<file path="config.mk">
export PLATFORM = sky130hd
export DESIGN_NAME = fastcgi_record_parser
export DESIGN_NICKNAME = d
export VERILOG_FILES = /design/src/hdl/fcgi_pkg.sv /design/src/hdl/fastcgi_record_parser.sv /design/src/hdl/fcgi_step.sv /design/src/hdl/fcgi_rsp_reg.sv
export SDC_FILE = /design/constraint.sdc
export NUM_CORES = 1
export LEC_CHECK = 0
export BUFFER_PORTS_ARGS = -buffer_cell sky130_fd_sc_hd__buf_4
export CAP_MARGIN = 10
export CORE_MARGIN = 8
export CORE_UTILIZATION = 50
export CTS_CLUSTER_DIAMETER = 150
export CTS_CLUSTER_SIZE = 25
export DETAILED_ROUTE_END_ITERATION = 8
export GPL_ROUTABILITY_DRIVEN = 0
export PLACE_DENSITY = 0.66
export SLEW_MARGIN = 10
export SYNTH_ARGS = -nofsm -noshare
export SYNTH_HDL_FRONTEND = slang
export SYNTH_SLANG_ARGS = --single-unit
</file>
<file path="constraint.sdc">
create_clock -name clock -period 8.3 [get_ports clock]
set_clock_uncertainty 0.1 [all_clocks]
set_input_delay 1.245 -clock clock [delete_from_list [all_inputs] [get_ports clock]]
set_output_delay 1.245 -clock clock [all_outputs]
set_load 0.02 [all_outputs]
</file>
<file path="src/hdl/fcgi_pkg.sv">
// Shared types, codes and constants for the FastCGI record parser.
package fcgi_pkg;

   localparam int PAIR_LEN_BITS_DEF = 31;
   localparam int PAIR_LEN_MAX      = 31;

   localparam logic [7:0] FCGI_VERSION = 8'd1;
   localparam logic [7:0] TYPE_LIMIT   = 8'd11;
   localparam logic [3:0] TYPE_BEGIN   = 4'd1;
   localparam logic [3:0] TYPE_PARAMS  = 4'd4;
   localparam logic [3:0] TYPE_STDIN   = 4'd5;
   localparam logic [15:0] ROLE_RESPONDER = 16'd1;

   typedef enum logic [1:0] {
      KIND_FRAME = 2'd0,
      KIND_NAME  = 2'd1,
      KIND_VALUE = 2'd2,
      KIND_STDIN = 2'd3
   } kind_type;

   typedef enum logic [2:0] {
      ST_OK          = 3'd0,
      ST_BAD_VERSION = 3'd1,
      ST_BAD_TYPE    = 3'd2,
      ST_UNSUP_TYPE  = 3'd3,
      ST_UNSUP_ROLE  = 3'd4
   } status_type;

   typedef enum logic [27:0] {
      PH_VER   = 28'b1 << 0,
      PH_TYPE  = 28'b1 << 1,
      PH_ID1   = 28'b1 << 2,
      PH_ID2   = 28'b1 << 3,
      PH_CL1   = 28'b1 << 4,
      PH_CL2   = 28'b1 << 5,
      PH_PL    = 28'b1 << 6,
      PH_RSV   = 28'b1 << 7,
      PH_ROLE1 = 28'b1 << 8,
      PH_ROLE2 = 28'b1 << 9,
      PH_FLAGS = 28'b1 << 10,
      PH_BR1   = 28'b1 << 11,
      PH_BR2   = 28'b1 << 12,
      PH_BR3   = 28'b1 << 13,
      PH_BR4   = 28'b1 << 14,
      PH_BR5   = 28'b1 << 15,
      PH_KL1   = 28'b1 << 16,
      PH_KL2   = 28'b1 << 17,
      PH_KL3   = 28'b1 << 18,
      PH_KL4   = 28'b1 << 19,
      PH_KEY   = 28'b1 << 20,
      PH_VL1   = 28'b1 << 21,
      PH_VL2   = 28'b1 << 22,
      PH_VL3   = 28'b1 << 23,
      PH_VL4   = 28'b1 << 24,
      PH_VAL   = 28'b1 << 25,
      PH_STDIN = 28'b1 << 26,
      PH_PAD   = 28'b1 << 27
   } phase_type;

   typedef struct packed {
      phase_type   phase;
      logic [3:0]  record_type;
      logic [15:0] current_id;
      logic [15:0] last_ended_id;
      logic [15:0] content_left;
      logic [7:0]  padding_left;
      logic [7:0]  role_high;
      logic [7:0]  flag_bits;
   } parse_state_type;

   typedef struct packed {
      kind_type    byte_kind;
      logic [7:0]  out_byte;
      logic        key_done;
      logic        param_done;
      logic        begin_done;
      logic        input_end;
      logic [15:0] rec_id;
      logic        keep_conn;
      status_type  status;
   } result_type;

endpackage

</file>
<file path="src/hdl/fastcgi_record_parser.sv">
// Path: input register -> decode -> result register (2-stage path).
// Throughput: one byte per cycle sustained while the output does not stall.
// Parse state advances when a byte moves from the input register to the result register.
// Back-pressure stalls only when both the input and result registers hold a beat.
// Reset (synchronous, active high): expect-version phase, counters and ids zero,
// repeat-empty-stdin drop enabled.
module fastcgi_record_parser #(
   parameter int PAIR_LEN_BITS = fcgi_pkg::PAIR_LEN_BITS_DEF
) (
   input  logic        clock,
   input  logic        reset,
   input  logic        req_valid,
   output logic        req_ready,
   input  logic [7:0]  req_in_byte,
   output logic        rsp_valid,
   input  logic        rsp_ready,
   output logic [1:0]  rsp_byte_kind,
   output logic [7:0]  rsp_out_byte,
   output logic        rsp_key_done,
   output logic        rsp_param_done,
   output logic        rsp_begin_done,
   output logic        rsp_input_end,
   output logic [15:0] rsp_rec_id,
   output logic        rsp_keep_conn,
   output logic [2:0]  rsp_status,
   input  logic        csr_wr_en,
   input  logic        csr_wr_data
);

   logic                      drop_repeat_ff;
   logic                      in_valid_ff;
   logic                      in_valid_in;
   logic [7:0]                in_byte_ff;
   logic                      advance;
   logic                      room;
   fcgi_pkg::parse_state_type state_ff;
   fcgi_pkg::parse_state_type state_in;
   logic [PAIR_LEN_BITS-1:0]  name_left_ff;
   logic [PAIR_LEN_BITS-1:0]  name_left_in;
   logic [PAIR_LEN_BITS-1:0]  value_left_ff;
   logic [PAIR_LEN_BITS-1:0]  value_left_in;
   fcgi_pkg::result_type      result;
   fcgi_pkg::result_type      rsp_data;

   assign advance     = in_valid_ff && room;
   assign req_ready   = !in_valid_ff || advance;
   assign in_valid_in = (req_valid && req_ready) || (in_valid_ff && !advance);

   always_ff @(posedge clock) begin
      if (reset) begin
         in_valid_ff    <= 1'b0;
         drop_repeat_ff <= 1'b1;
      end else begin
         in_valid_ff <= in_valid_in;
         if (csr_wr_en) begin
            drop_repeat_ff <= csr_wr_data;
         end
      end
   end

   always_ff @(posedge clock) begin
      if (req_valid && req_ready) begin
         in_byte_ff <= req_in_byte;
      end
   end

   always_ff @(posedge clock) begin
      if (reset) begin
         state_ff      <= '{phase: fcgi_pkg::PH_VER, default: '0};
         name_left_ff  <= '0;
         value_left_ff <= '0;
      end else if (advance) begin
         state_ff      <= state_in;
         name_left_ff  <= name_left_in;
         value_left_ff <= value_left_in;
      end
   end

   fcgi_step #(
      .PAIR_LEN_BITS(PAIR_LEN_BITS)
   ) u_step (
      .drop_repeat  (drop_repeat_ff),
      .in_byte      (in_byte_ff),
      .state_q      (state_ff),
      .name_left_q  (name_left_ff),
      .value_left_q (value_left_ff),
      .state_d      (state_in),
      .name_left_d  (name_left_in),
      .value_left_d (value_left_in),
      .result       (result)
   );

   fcgi_rsp_reg u_rsp (
      .clock      (clock),
      .reset      (reset),
      .load       (advance),
      .result_in  (result),
      .rsp_ready  (rsp_ready),
      .room       (room),
      .rsp_valid  (rsp_valid),
      .result_out (rsp_data)
   );

   assign rsp_byte_kind  = rsp_data.byte_kind;
   assign rsp_out_byte   = rsp_data.out_byte;
   assign rsp_key_done   = rsp_data.key_done;
   assign rsp_param_done = rsp_data.param_done;
   assign rsp_begin_done = rsp_data.begin_done;
   assign rsp_input_end  = rsp_data.input_end;
   assign rsp_rec_id     = rsp_data.rec_id;
   assign rsp_keep_conn  = rsp_data.keep_conn;
   assign rsp_status     = rsp_data.status;

`ifndef SYNTHESIS
   // an error beat never carries payload
   a_err_is_framing: assert property (@(posedge clock) disable iff (reset)
      rsp_valid && rsp_status != fcgi_pkg::ST_OK |-> rsp_byte_kind == fcgi_pkg::KIND_FRAME)
      else $error("error beat tagged as payload");

   // key_done only on a name byte
   a_key_done_kind: assert property (@(posedge clock) disable iff (reset)
      rsp_valid && rsp_key_done |-> rsp_byte_kind == fcgi_pkg::KIND_NAME)
      else $error("key_done on a non-name byte");

   // a rejected byte leaves the parse state untouched
   a_err_holds_state: assert property (@(posedge clock) disable iff (reset)
      advance && result.status != fcgi_pkg::ST_OK |=>
         state_ff == $past(state_ff) && name_left_ff == $past(name_left_ff)
         && value_left_ff == $past(value_left_ff))
      else $error("parse state changed on an error byte");

   // both stages full and output stalled: no new beat may enter
   a_full_stall: assert property (@(posedge clock) disable iff (reset)
      in_valid_ff && rsp_valid && !rsp_ready |-> !req_ready)
      else $error("input accepted while pipeline is full");

   // begin_done beats are framing beats with no param events
   a_begin_clean: assert property (@(posedge clock) disable iff (reset)
      rsp_valid && rsp_begin_done |-> !rsp_param_done && !rsp_input_end
         && rsp_byte_kind == fcgi_pkg::KIND_FRAME)
      else $error("begin event mixed with other events");
`endif

endmodule

</file>
<file path="src/hdl/fcgi_step.sv">
// Per-byte decode: next parse state and the result for one stream byte.
module fcgi_step #(
   parameter int PAIR_LEN_BITS = fcgi_pkg::PAIR_LEN_BITS_DEF
) (
   input  logic                         drop_repeat,
   input  logic [7:0]                   in_byte,
   input  fcgi_pkg::parse_state_type    state_q,
   input  logic [PAIR_LEN_BITS-1:0]     name_left_q,
   input  logic [PAIR_LEN_BITS-1:0]     value_left_q,
   output fcgi_pkg::parse_state_type    state_d,
   output logic [PAIR_LEN_BITS-1:0]     name_left_d,
   output logic [PAIR_LEN_BITS-1:0]     value_left_d,
   output fcgi_pkg::result_type         result
);

   localparam int LW = PAIR_LEN_BITS;
   localparam int MW = fcgi_pkg::PAIR_LEN_MAX;

   logic [MW-1:0]  name_ext;
   logic [MW-1:0]  value_ext;
   logic [MW-1:0]  len_hi;
   logic [MW-1:0]  len_b2;
   logic [MW-1:0]  len_b1;
   logic [MW-1:0]  len_b0;
   logic [LW-1:0]  name_dec;
   logic [LW-1:0]  value_dec;
   logic [15:0]    content_dec;
   logic [7:0]     padding_dec;
   logic           params;
   fcgi_pkg::phase_type end_phase;

   assign name_ext    = MW'(name_left_q);
   assign value_ext   = MW'(value_left_q);
   assign len_hi      = {in_byte[6:0], 24'h0};
   assign len_b2      = {7'h0, in_byte, 16'h0};
   assign len_b1      = {15'h0, in_byte, 8'h0};
   assign len_b0      = {23'h0, in_byte};
   assign name_dec    = name_left_q - LW'(1);
   assign value_dec   = value_left_q - LW'(1);
   assign content_dec = state_q.content_left - 16'd1;
   assign padding_dec = state_q.padding_left - 8'd1;
   assign end_phase   = (state_q.padding_left == 8'd0) ? fcgi_pkg::PH_VER : fcgi_pkg::PH_PAD;

   always_comb begin
      logic [MW-1:0] sum;
      sum          = '0;
      state_d      = state_q;
      name_left_d  = name_left_q;
      value_left_d = value_left_q;
      params       = 1'b0;
      result       = '0;
      result.byte_kind = fcgi_pkg::KIND_FRAME;
      result.status    = fcgi_pkg::ST_OK;

      case (state_q.phase)
         fcgi_pkg::PH_TYPE: begin
            if (in_byte >= fcgi_pkg::TYPE_LIMIT) begin
               result.status = fcgi_pkg::ST_BAD_TYPE;
            end else begin
               state_d.record_type = in_byte[3:0];
               state_d.phase       = fcgi_pkg::PH_ID1;
            end
         end
         fcgi_pkg::PH_ID1: begin
            state_d.current_id = {in_byte, 8'h0};
            state_d.phase      = fcgi_pkg::PH_ID2;
         end
         fcgi_pkg::PH_ID2: begin
            state_d.current_id = state_q.current_id | {8'h0, in_byte};
            state_d.phase      = fcgi_pkg::PH_CL1;
         end
         fcgi_pkg::PH_CL1: begin
            state_d.content_left = {in_byte, 8'h0};
            state_d.phase        = fcgi_pkg::PH_CL2;
         end
         fcgi_pkg::PH_CL2: begin
            state_d.content_left = state_q.content_left | {8'h0, in_byte};
            state_d.phase        = fcgi_pkg::PH_PL;
         end
         fcgi_pkg::PH_PL: begin
            state_d.padding_left = in_byte;
            state_d.phase        = fcgi_pkg::PH_RSV;
         end
         fcgi_pkg::PH_RSV: begin
            if (state_q.content_left != 16'd0) begin
               if (state_q.record_type == fcgi_pkg::TYPE_BEGIN) begin
                  state_d.phase = fcgi_pkg::PH_ROLE1;
               end else if (state_q.record_type == fcgi_pkg::TYPE_PARAMS) begin
                  state_d.phase = fcgi_pkg::PH_KL1;
               end else if (state_q.record_type == fcgi_pkg::TYPE_STDIN) begin
                  state_d.phase = fcgi_pkg::PH_STDIN;
               end else begin
                  result.status = fcgi_pkg::ST_UNSUP_TYPE;
               end
            end else if (state_q.record_type == fcgi_pkg::TYPE_PARAMS) begin
               state_d.phase = end_phase;
            end else if (state_q.record_type == fcgi_pkg::TYPE_STDIN) begin
               // empty stdin closes the request unless drop_repeat is set and it repeats the last id
               result.input_end      = !(drop_repeat &&
                                         state_q.last_ended_id == state_q.current_id);
               state_d.last_ended_id = state_q.current_id;
               state_d.phase         = end_phase;
            end else begin
               result.status = fcgi_pkg::ST_UNSUP_TYPE;
            end
         end
         fcgi_pkg::PH_ROLE1: begin
            state_d.content_left = content_dec;
            state_d.role_high    = in_byte;
            state_d.phase        = fcgi_pkg::PH_ROLE2;
         end
         fcgi_pkg::PH_ROLE2: begin
            if ({state_q.role_high, in_byte} != fcgi_pkg::ROLE_RESPONDER) begin
               result.status = fcgi_pkg::ST_UNSUP_ROLE;
            end else begin
               state_d.content_left = content_dec;
               state_d.phase        = fcgi_pkg::PH_FLAGS;
            end
         end
         fcgi_pkg::PH_FLAGS: begin
            state_d.content_left = content_dec;
            state_d.flag_bits    = in_byte;
            state_d.phase        = fcgi_pkg::PH_BR1;
         end
         fcgi_pkg::PH_BR1: begin
            state_d.content_left = content_dec;
            state_d.phase        = fcgi_pkg::PH_BR2;
         end
         fcgi_pkg::PH_BR2: begin
            state_d.content_left = content_dec;
            state_d.phase        = fcgi_pkg::PH_BR3;
         end
         fcgi_pkg::PH_BR3: begin
            state_d.content_left = content_dec;
            state_d.phase        = fcgi_pkg::PH_BR4;
         end
         fcgi_pkg::PH_BR4: begin
            state_d.content_left = content_dec;
            state_d.phase        = fcgi_pkg::PH_BR5;
         end
         fcgi_pkg::PH_BR5: begin
            state_d.content_left = content_dec;
            result.begin_done    = 1'b1;
            result.keep_conn     = state_q.flag_bits[0];
            state_d.phase        = end_phase;
         end
         fcgi_pkg::PH_KL1: begin
            params = 1'b1;
            if (in_byte[7]) begin
               name_left_d   = len_hi[LW-1:0];
               state_d.phase = fcgi_pkg::PH_KL2;
            end else begin
               name_left_d   = len_b0[LW-1:0];
               state_d.phase = fcgi_pkg::PH_VL1;
            end
         end
         fcgi_pkg::PH_KL2: begin
            params        = 1'b1;
            sum           = name_ext + len_b2;
            name_left_d   = sum[LW-1:0];
            state_d.phase = fcgi_pkg::PH_KL3;
         end
         fcgi_pkg::PH_KL3: begin
            params        = 1'b1;
            sum           = name_ext + len_b1;
            name_left_d   = sum[LW-1:0];
            state_d.phase = fcgi_pkg::PH_KL4;
         end
         fcgi_pkg::PH_KL4: begin
            params        = 1'b1;
            sum           = name_ext + len_b0;
            name_left_d   = sum[LW-1:0];
            state_d.phase = fcgi_pkg::PH_VL1;
         end
         fcgi_pkg::PH_VL1, fcgi_pkg::PH_VL4: begin
            params = 1'b1;
            if (state_q.phase == fcgi_pkg::PH_VL1 && in_byte[7]) begin
               value_left_d  = len_hi[LW-1:0];
               state_d.phase = fcgi_pkg::PH_VL2;
            end else begin
               sum          = (state_q.phase == fcgi_pkg::PH_VL1) ? len_b0 : value_ext + len_b0;
               value_left_d = sum[LW-1:0];
               // lengths complete: pick the first non-empty part of the pair
               if (name_left_q != '0) begin
                  state_d.phase = fcgi_pkg::PH_KEY;
               end else if (sum[LW-1:0] != '0) begin
                  state_d.phase = fcgi_pkg::PH_VAL;
               end else begin
                  result.param_done = 1'b1;
                  state_d.phase     = fcgi_pkg::PH_KL1;
               end
            end
         end
         fcgi_pkg::PH_VL2: begin
            params        = 1'b1;
            sum           = value_ext + len_b2;
            value_left_d  = sum[LW-1:0];
            state_d.phase = fcgi_pkg::PH_VL3;
         end
         fcgi_pkg::PH_VL3: begin
            params        = 1'b1;
            sum           = value_ext + len_b1;
            value_left_d  = sum[LW-1:0];
            state_d.phase = fcgi_pkg::PH_VL4;
         end
         fcgi_pkg::PH_KEY: begin
            params           = 1'b1;
            result.byte_kind = fcgi_pkg::KIND_NAME;
            result.out_byte  = in_byte;
            name_left_d      = name_dec;
            if (name_dec == '0) begin
               result.key_done = 1'b1;
               if (value_left_q != '0) begin
                  state_d.phase = fcgi_pkg::PH_VAL;
               end else begin
                  result.param_done = 1'b1;
                  state_d.phase     = fcgi_pkg::PH_KL1;
               end
            end
         end
         fcgi_pkg::PH_VAL: begin
            params           = 1'b1;
            result.byte_kind = fcgi_pkg::KIND_VALUE;
            result.out_byte  = in_byte;
            value_left_d     = value_dec;
            if (value_dec == '0) begin
               result.param_done = 1'b1;
               state_d.phase     = fcgi_pkg::PH_KL1;
            end
         end
         fcgi_pkg::PH_STDIN: begin
            result.byte_kind     = fcgi_pkg::KIND_STDIN;
            result.out_byte      = in_byte;
            state_d.content_left = content_dec;
            if (content_dec == 16'd0) begin
               state_d.phase = end_phase;
            end
         end
         fcgi_pkg::PH_PAD: begin
            state_d.padding_left = padding_dec;
            if (padding_dec == 8'd0) begin
               state_d.phase = fcgi_pkg::PH_VER;
            end
         end
         default: begin
            // version byte; stray phase codes land here too
            if (in_byte != fcgi_pkg::FCGI_VERSION) begin
               result.status = fcgi_pkg::ST_BAD_VERSION;
               state_d.phase = fcgi_pkg::PH_VER;
            end else begin
               state_d.phase = fcgi_pkg::PH_TYPE;
            end
         end
      endcase

      // every params byte counts against the record content
      if (params) begin
         state_d.content_left = content_dec;
         if (content_dec == 16'd0) begin
            state_d.phase = end_phase;
         end
      end

      result.rec_id = state_d.current_id;
   end

endmodule

</file>
<file path="src/hdl/fcgi_rsp_reg.sv">
// Result register with valid/ready hold for the response channel.
module fcgi_rsp_reg (
   input  logic                 clock,
   input  logic                 reset,
   input  logic                 load,
   input  fcgi_pkg::result_type result_in,
   input  logic                 rsp_ready,
   output logic                 room,
   output logic                 rsp_valid,
   output fcgi_pkg::result_type result_out
);

   logic                 valid_ff;
   logic                 valid_in;
   fcgi_pkg::result_type data_ff;

   // free when empty or when the held beat leaves this cycle
   assign room     = !valid_ff || rsp_ready;
   assign valid_in = load || (valid_ff && !rsp_ready);

   always_ff @(posedge clock) begin
      if (reset) begin
         valid_ff <= 1'b0;
      end else begin
         valid_ff <= valid_in;
      end
   end

   always_ff @(posedge clock) begin
      if (load) begin
         data_ff <= result_in;
      end
   end

   assign rsp_valid  = valid_ff;
   assign result_out = data_ff;

endmodule
</file>
==> results of run 1 <==
==> final cells by class <==
class	count	area share, %
clock buffer	18	1.95
clock inverter	2	0.142
inverter	48	1.02
multi-input combinational	1844	64.8
sequential	204	25.5
tap	448	3.18
timing repair buffer	80	3.40
==> power by group through the flow <==
stage | Combinational [mW] | Sequential [mW] | Clock [mW]
6_report | 0.148 | 1.03 | 0.675
5_1_grt | 0.158 | 1.03 | 0.720
4_1_cts | 0.147 | 1.03 | 0.691
3_5_place_dp | 0.146 | 1.05 | 0
3_3_place_gp | 0.145 | 1.05 | 0
2_1_floorplan | 0.0732 | 1.06 | 0
==> cells by family after synthesis <==
family                   share of synthesized area, %
multiplexers                                     1.73
XOR/XNOR                                         7.24
adder cells (fa/ha/maj)                          4.88
buffers and inverters                            5.25
AND/OR/NAND/NOR                                  29.5
AO/OA/AOI/OAI                                    24.6
flip-flops                                       26.8
==> cells in the final DEF (no fill, tap or decap), types with 11 or more instances in the layout <==
cell type and n:
nor3b_1 11, a21o_1 21, a21oi_1 191, clkbuf_16 13, nand2b_1 18, o21ai_0 144, or3_1 21, buf_4 80
nand4_1 43, xnor2_1 79, dfxtp_1 162, nand2_1 230, mux2i_1 20, or4_1 23, xor2_1 60, a22oi_1 29
nor3_1 100, nand3_1 73, o31ai_1 23, o211ai_1 12, nor4_1 52, and3_1 21, a211oi_1 36, nor2_1 252
nor2b_1 20, a221oi_1 15, ha_1 56, a31oi_1 29, inv_1 47, and4_1 11, o22ai_1 15, and2_1 18
edfxtp_1 42
==> state kept, by name, summed over array words and instances, names as in the netlist <==
signal            cells
drop_repeat_ff        1
in_byte_ff            8
name_left_ff         31
u_rsp.rsp_valid       1
u_rsp.result_out     34
in_valid_ff           1
value_left_ff        31
state_ff             97
==> metal layers <==
| layer | global-route usage (%) | part of all wire, % |
|---|---|---|
| met1 | 36.6 | 42 |
| met2 | 43.2 | 43 |
| met3 | 5.68 | 10 |
| met4 | 12.1 | 4.4 |
| met5 | 0 | 0 |
==> through the flow <==
stage	instance area [µm²]	util [%]	power, mW	std cells	setup WS [ps]
after CTS	17600	53.0	1.87	2644	3810
after floorplan	16800	-	1.14	2274	4660
final	17600	53.0	1.85	2644	3580
after global routing	17600	53.0	1.91	2644	3360
after detailed placement	17300	51.9	1.20	2624	3770
after global placement	17300	51.9	1.19	2624	3870
==> how the worst max path moves through the flow <==
stage                          endpoint  cells after the start
CTS                        state_ff[72]                      9
detailed placement    value_left_ff[18]                      9
floorplan           u_rsp.result_out[0]                      6
global placement      value_left_ff[18]                      9
finish                value_left_ff[18]                      9
global route          value_left_ff[18]                      9
==> tightest hold or removal path, stage by stage (launching register included) <==
cell and delay [ps]:
dfxtp_1 330, nand2_1 50, a21oi_1 50
==> results.toml, run 1 <==
[run_status]
outcome = "finished clean"

[logic_synthesis]
syn_inst = 2274
synth_area_um2 = 16800
synth_top_area_share_pct = 19.3
synth_top_area_cell = "dfxtp_1"
synth_edf_count = 42
avgSynthCellArea_um2 = 7.39
synth_flop_cell = "dfxtp_1"
synth_nets = 2350
yosys.cell_count.top_type = "nor2_1"
synth-warning-count = 0
netlist_top_cells_area = "dfxtp_1 (19%), edfxtp_1 (7.5%), a21oi_1 (5.7%), nor2_1 (5.6%), nand2_1 (5.1%)"
async_flop_share_pct = 0
seq_area_frac_synth_pct = 26.8
synth_seq_cells = 204
ys_types = 88
synthTopCellsByCount = "nor2_1 (252), nand2_1 (230), a21oi_1 (191)"

[floorplan]
die_h_um = 199
die_x_um = 199
ios = 50
dieArea_um2 = 39700
rows = 67
initial_core_util_pct = 50.5
core_area_um2 = 33300

[critical_path]
max_stage_delay_ps = 1020
cp.arrival_ps = 4990
reg2reg_from = "state_ff[80]"
reg2reg_slack_ps = 3580
cp_slowest_cell = "nand3_1"
startpoint = "state_ff[80]"
cp_max_fo = 20
worstPathRequired_ps = 8570
path_cells = "nor4_2 > nand4_1 > nor2_1 > nand3_1 > nand3_1 > nor2_1 > o21a_1 > o311ai_0 > o31ai_1"
cp_top_family = "simple AND/OR/NAND/NOR gates"
path_class = "flop to flop"
r2r_cells = 9
startpoint_type = "flop"
path_buf_inv = 0
timing.rr.end = "value_left_ff[18]"
worstSetupEndpointType = "flop"

[power_and_ir_drop]
switching_share_pct = 26.3
power.switching_mw = 0.487
seqPwrFrac_pct = 55.5
intPower_mw = 1.36
pwr-share-comb_pct = 8.0
power_leakage_nw = 6.37
power_density_nw_per_um2 = 105
vdd_drop_max_v = 0.000125
pwr-share-clk_pct = 36.5

[cts]
cts_setup_buffers = 0
hold_buffers = 0
tritoncts = "done"
cts.path.max_buffers = 3
ctsResizeCount = 0
clk_pin_slew_ps = 120
htreeDepth = 1
cts_buffers = 12
cts_sinks = 204
cts_root_buffer = "clkbuf_16"
clk_latency_ps = 510

[drt]
wl_per_cell_um = 21.6
final_antenna_net_count = 0
drc = 0
viasPerCell = 6.72
wl_um = 57100
drt-pass1-iter-count = 6
drt_iter0_drc = 2216
via_count = 17762

[global_routing]
gr-usage-all-layers_pct = 27.7
grt_pass1_wl_um = 89600
overflow = 0
antenna_found_initial = 0
grt_pass1_vias = 16462
grt_max_degree = 79

[timing]
min_period_ps = 4720
setup_viol = 0
tns_ps = 0
min_period_over_period_pct = 56.9
rsz0062_at_grt = "false"
worstMarginPinSlew_ps = 1180
relSlewSlack_pct = 19.6
fmax_mhz = 212
slew_violations = 0
hold_viol_final = 0
holdWs_ps = 370

[final_layout]
seqCellArea_um2 = 4500
fillerInstances = 3215
area_delta_synth_final_pct = 5.02
fin_nets = 2266
antenna-diode-count = 0
multi_input_area_um2 = 11400
layout-drive-gt1-share_pct = 6.51

[place]
hpwl_um = 38100
portBuffers = 49

[min_path]
hold_depth = 2
min_from = "state_ff[47]"
hp-class = "flop to flop"
hold-path-endpoint = "state_ff[47]"

[run]
maxCapViolCount = 0
Power figures use the tool's default switching activity.
==> run 2: changes to the inputs <==
PLACE_DENSITY = 0.69   (was 0.66)
clock period = 4.2 ns   (was 8.3 ns; I/O delays follow)
==> run 2 against run 1 <==
The run now ends with DRC left. Cell area rose by 3.2%. Power grew 97%. Sequential share of layout area shrank 0.78 points. Die area did not move. Count of clock-buffer cells in the layout grew 1. Critical path depth decreased by 1. First-iteration DRC count increased by 8.8%. Global-route usage is 0.75 points higher. Core utilization grew 1.7 points. Critical path type unchanged. Largest power group unchanged. Highest routed layer unchanged.
==> results.toml, run 2 (same netlist as run 1, synthesis figures left out) <==
[run_status]
outcome = "complete, but fails checks"
violations = "DRC"

[final_layout]
largest_reg_flops = 97
layout_commonest_cell = "nor2_1"
largest_register = "state_ff"
antenna-diode-count = 0
area_delta_synth_final_pct = 8.34
multi_input_area_um2 = 11400
final_area_um2 = 18200
seqCellArea_um2 = 4500
final_cell_mix = "nor2_1 (252), nand2_1 (230), a21oi_1 (191)"
fillerInstances = 3167
fin_nets = 2336
stdcell_count = 2714
layout-drive-gt1-share_pct = 9.44

[timing]
rsz0062_at_grt = "false"
worstMarginPinSlew_ps = 899
min_period_ps = 3920
slew_violations = 0
min_period_over_period_pct = 93.4
relSlewSlack_pct = 40.0
hold_viol_final = 0
fmax_mhz = 255
setup_viol = 0
tns_ps = 0

[drt]
drt-pass1-iter-count = 8
viasPerCell = 6.66
via_count = 18085
drc = 1
wl_um = 58200
wl_per_cell_um = 21.4
drt_iter0_drc = 2410
final_antenna_net_count = 0

[floorplan]
die_h_um = 199
die_x_um = 199
rows = 67
ios = 50
initial_core_util_pct = 50.5
core_area_um2 = 33300
dieArea_um2 = 39700

[power_and_ir_drop]
vdd_drop_max_v = 0.000332
pwr-share-clk_pct = 36.2
seqPwrFrac_pct = 55.7
power_density_nw_per_um2 = 200
power.switching_mw = 0.945
pwr-share-comb_pct = 8.2
switching_share_pct = 25.9
intPower_mw = 2.70
total_power_mw = 3.65
power_leakage_nw = 6.75

[place]
hpwl_um = 40700
portBuffers = 49
placedInstanceArea_um2 = 17800
placed_cells = 2694

[global_routing]
overflow = 0
gr-usage-all-layers_pct = 28.4
grt_max_degree = 99
antenna_found_initial = 0
grt_pass1_wl_um = 91700
grt_pass1_vias = 16895

[critical_path]
cp_max_fo = 10
worstSetupEndpointType = "flop"
worstPathRequired_ps = 4520
path_class = "flop to flop"
cp.arrival_ps = 4250
startpoint_type = "flop"

[cts]
clk_pin_slew_ps = 120
cts_setup_buffers = 0
cts_buffers = 12
tritoncts = "done"
cts.path.max_buffers = 3
htreeDepth = 1
hold_buffers = 0
cts_root_buffer = "clkbuf_16"
cts_sinks = 204
clk_latency_ps = 500
ctsResizeCount = 0

[min_path]
hp-class = "primary input to flop"

[run]
maxCapViolCount = 0
run 2: worst paths after layout:
check | from | endpoint | slack [ps] | cells past startpoint
min | req_in_byte[3] | in_byte_ff[3] | 210 | 1
max reg2reg | state_ff[94] | state_ff[92] | 280 | 8
max | state_ff[94] | state_ff[92] | 280 | 8
min reg2reg | state_ff[46] | state_ff[46] | 370 | 2
run 2: cell type report:
class	instances	share of cell area, %
Sequential cell	204	24.7
Inverter	48	0.990
Timing Repair Buffer	150	6.32
Clock buffer	19	1.91
Clock inverter	1	0.110
Tap cell	448	3.08
Multi-Input combinational cell	1844	62.8
run 2: power groups by stage:
| stage | Sequential [mW] | Clock [mW] | Combinational (mW) |
|---|---|---|---|
| after floorplan | 2.10 | 0 | 0.145 |
| after global placement | 2.07 | 0 | 0.290 |
| after detailed placement | 2.08 | 0 | 0.293 |
| after CTS | 2.03 | 1.35 | 0.294 |
| after global routing | 2.03 | 1.41 | 0.317 |
| final | 2.03 | 1.32 | 0.298 |
run 2: worst max-delay path, cell delays in order (launching register included):
cell and delay, ps:
dfxtp_1 410, nor4_2 540, and4_1 410, nand2_1 150, or4_1 720, or4_1 470
a221oi_1 550, nand4_1 210, a221oi_2 290
run 2: metal layers:
layer,wire (µm),vias to the layer above,global-route usage (%),share of wire [%]
li1,-,8392,-,-
met3,5880,239,5.27,10
met1,23900,8427,37.4,41
met4,2840,0,12.8,4.9
met5,0,-,0,0
met2,25500,1027,44.8,44
run 2: stage by stage:
stage | setup WS (ps) | hold WS [ps] | util (%)
5_1_grt | 56.4 | 192 | 54.7
3_5_place_dp | 233 | 356 | 53.6
6_report | 277 | 207 | 54.7
4_1_cts | 204 | 195 | 54.7
2_1_floorplan | 727 | 341 | -
3_3_place_gp | 389 | 350 | 53.6
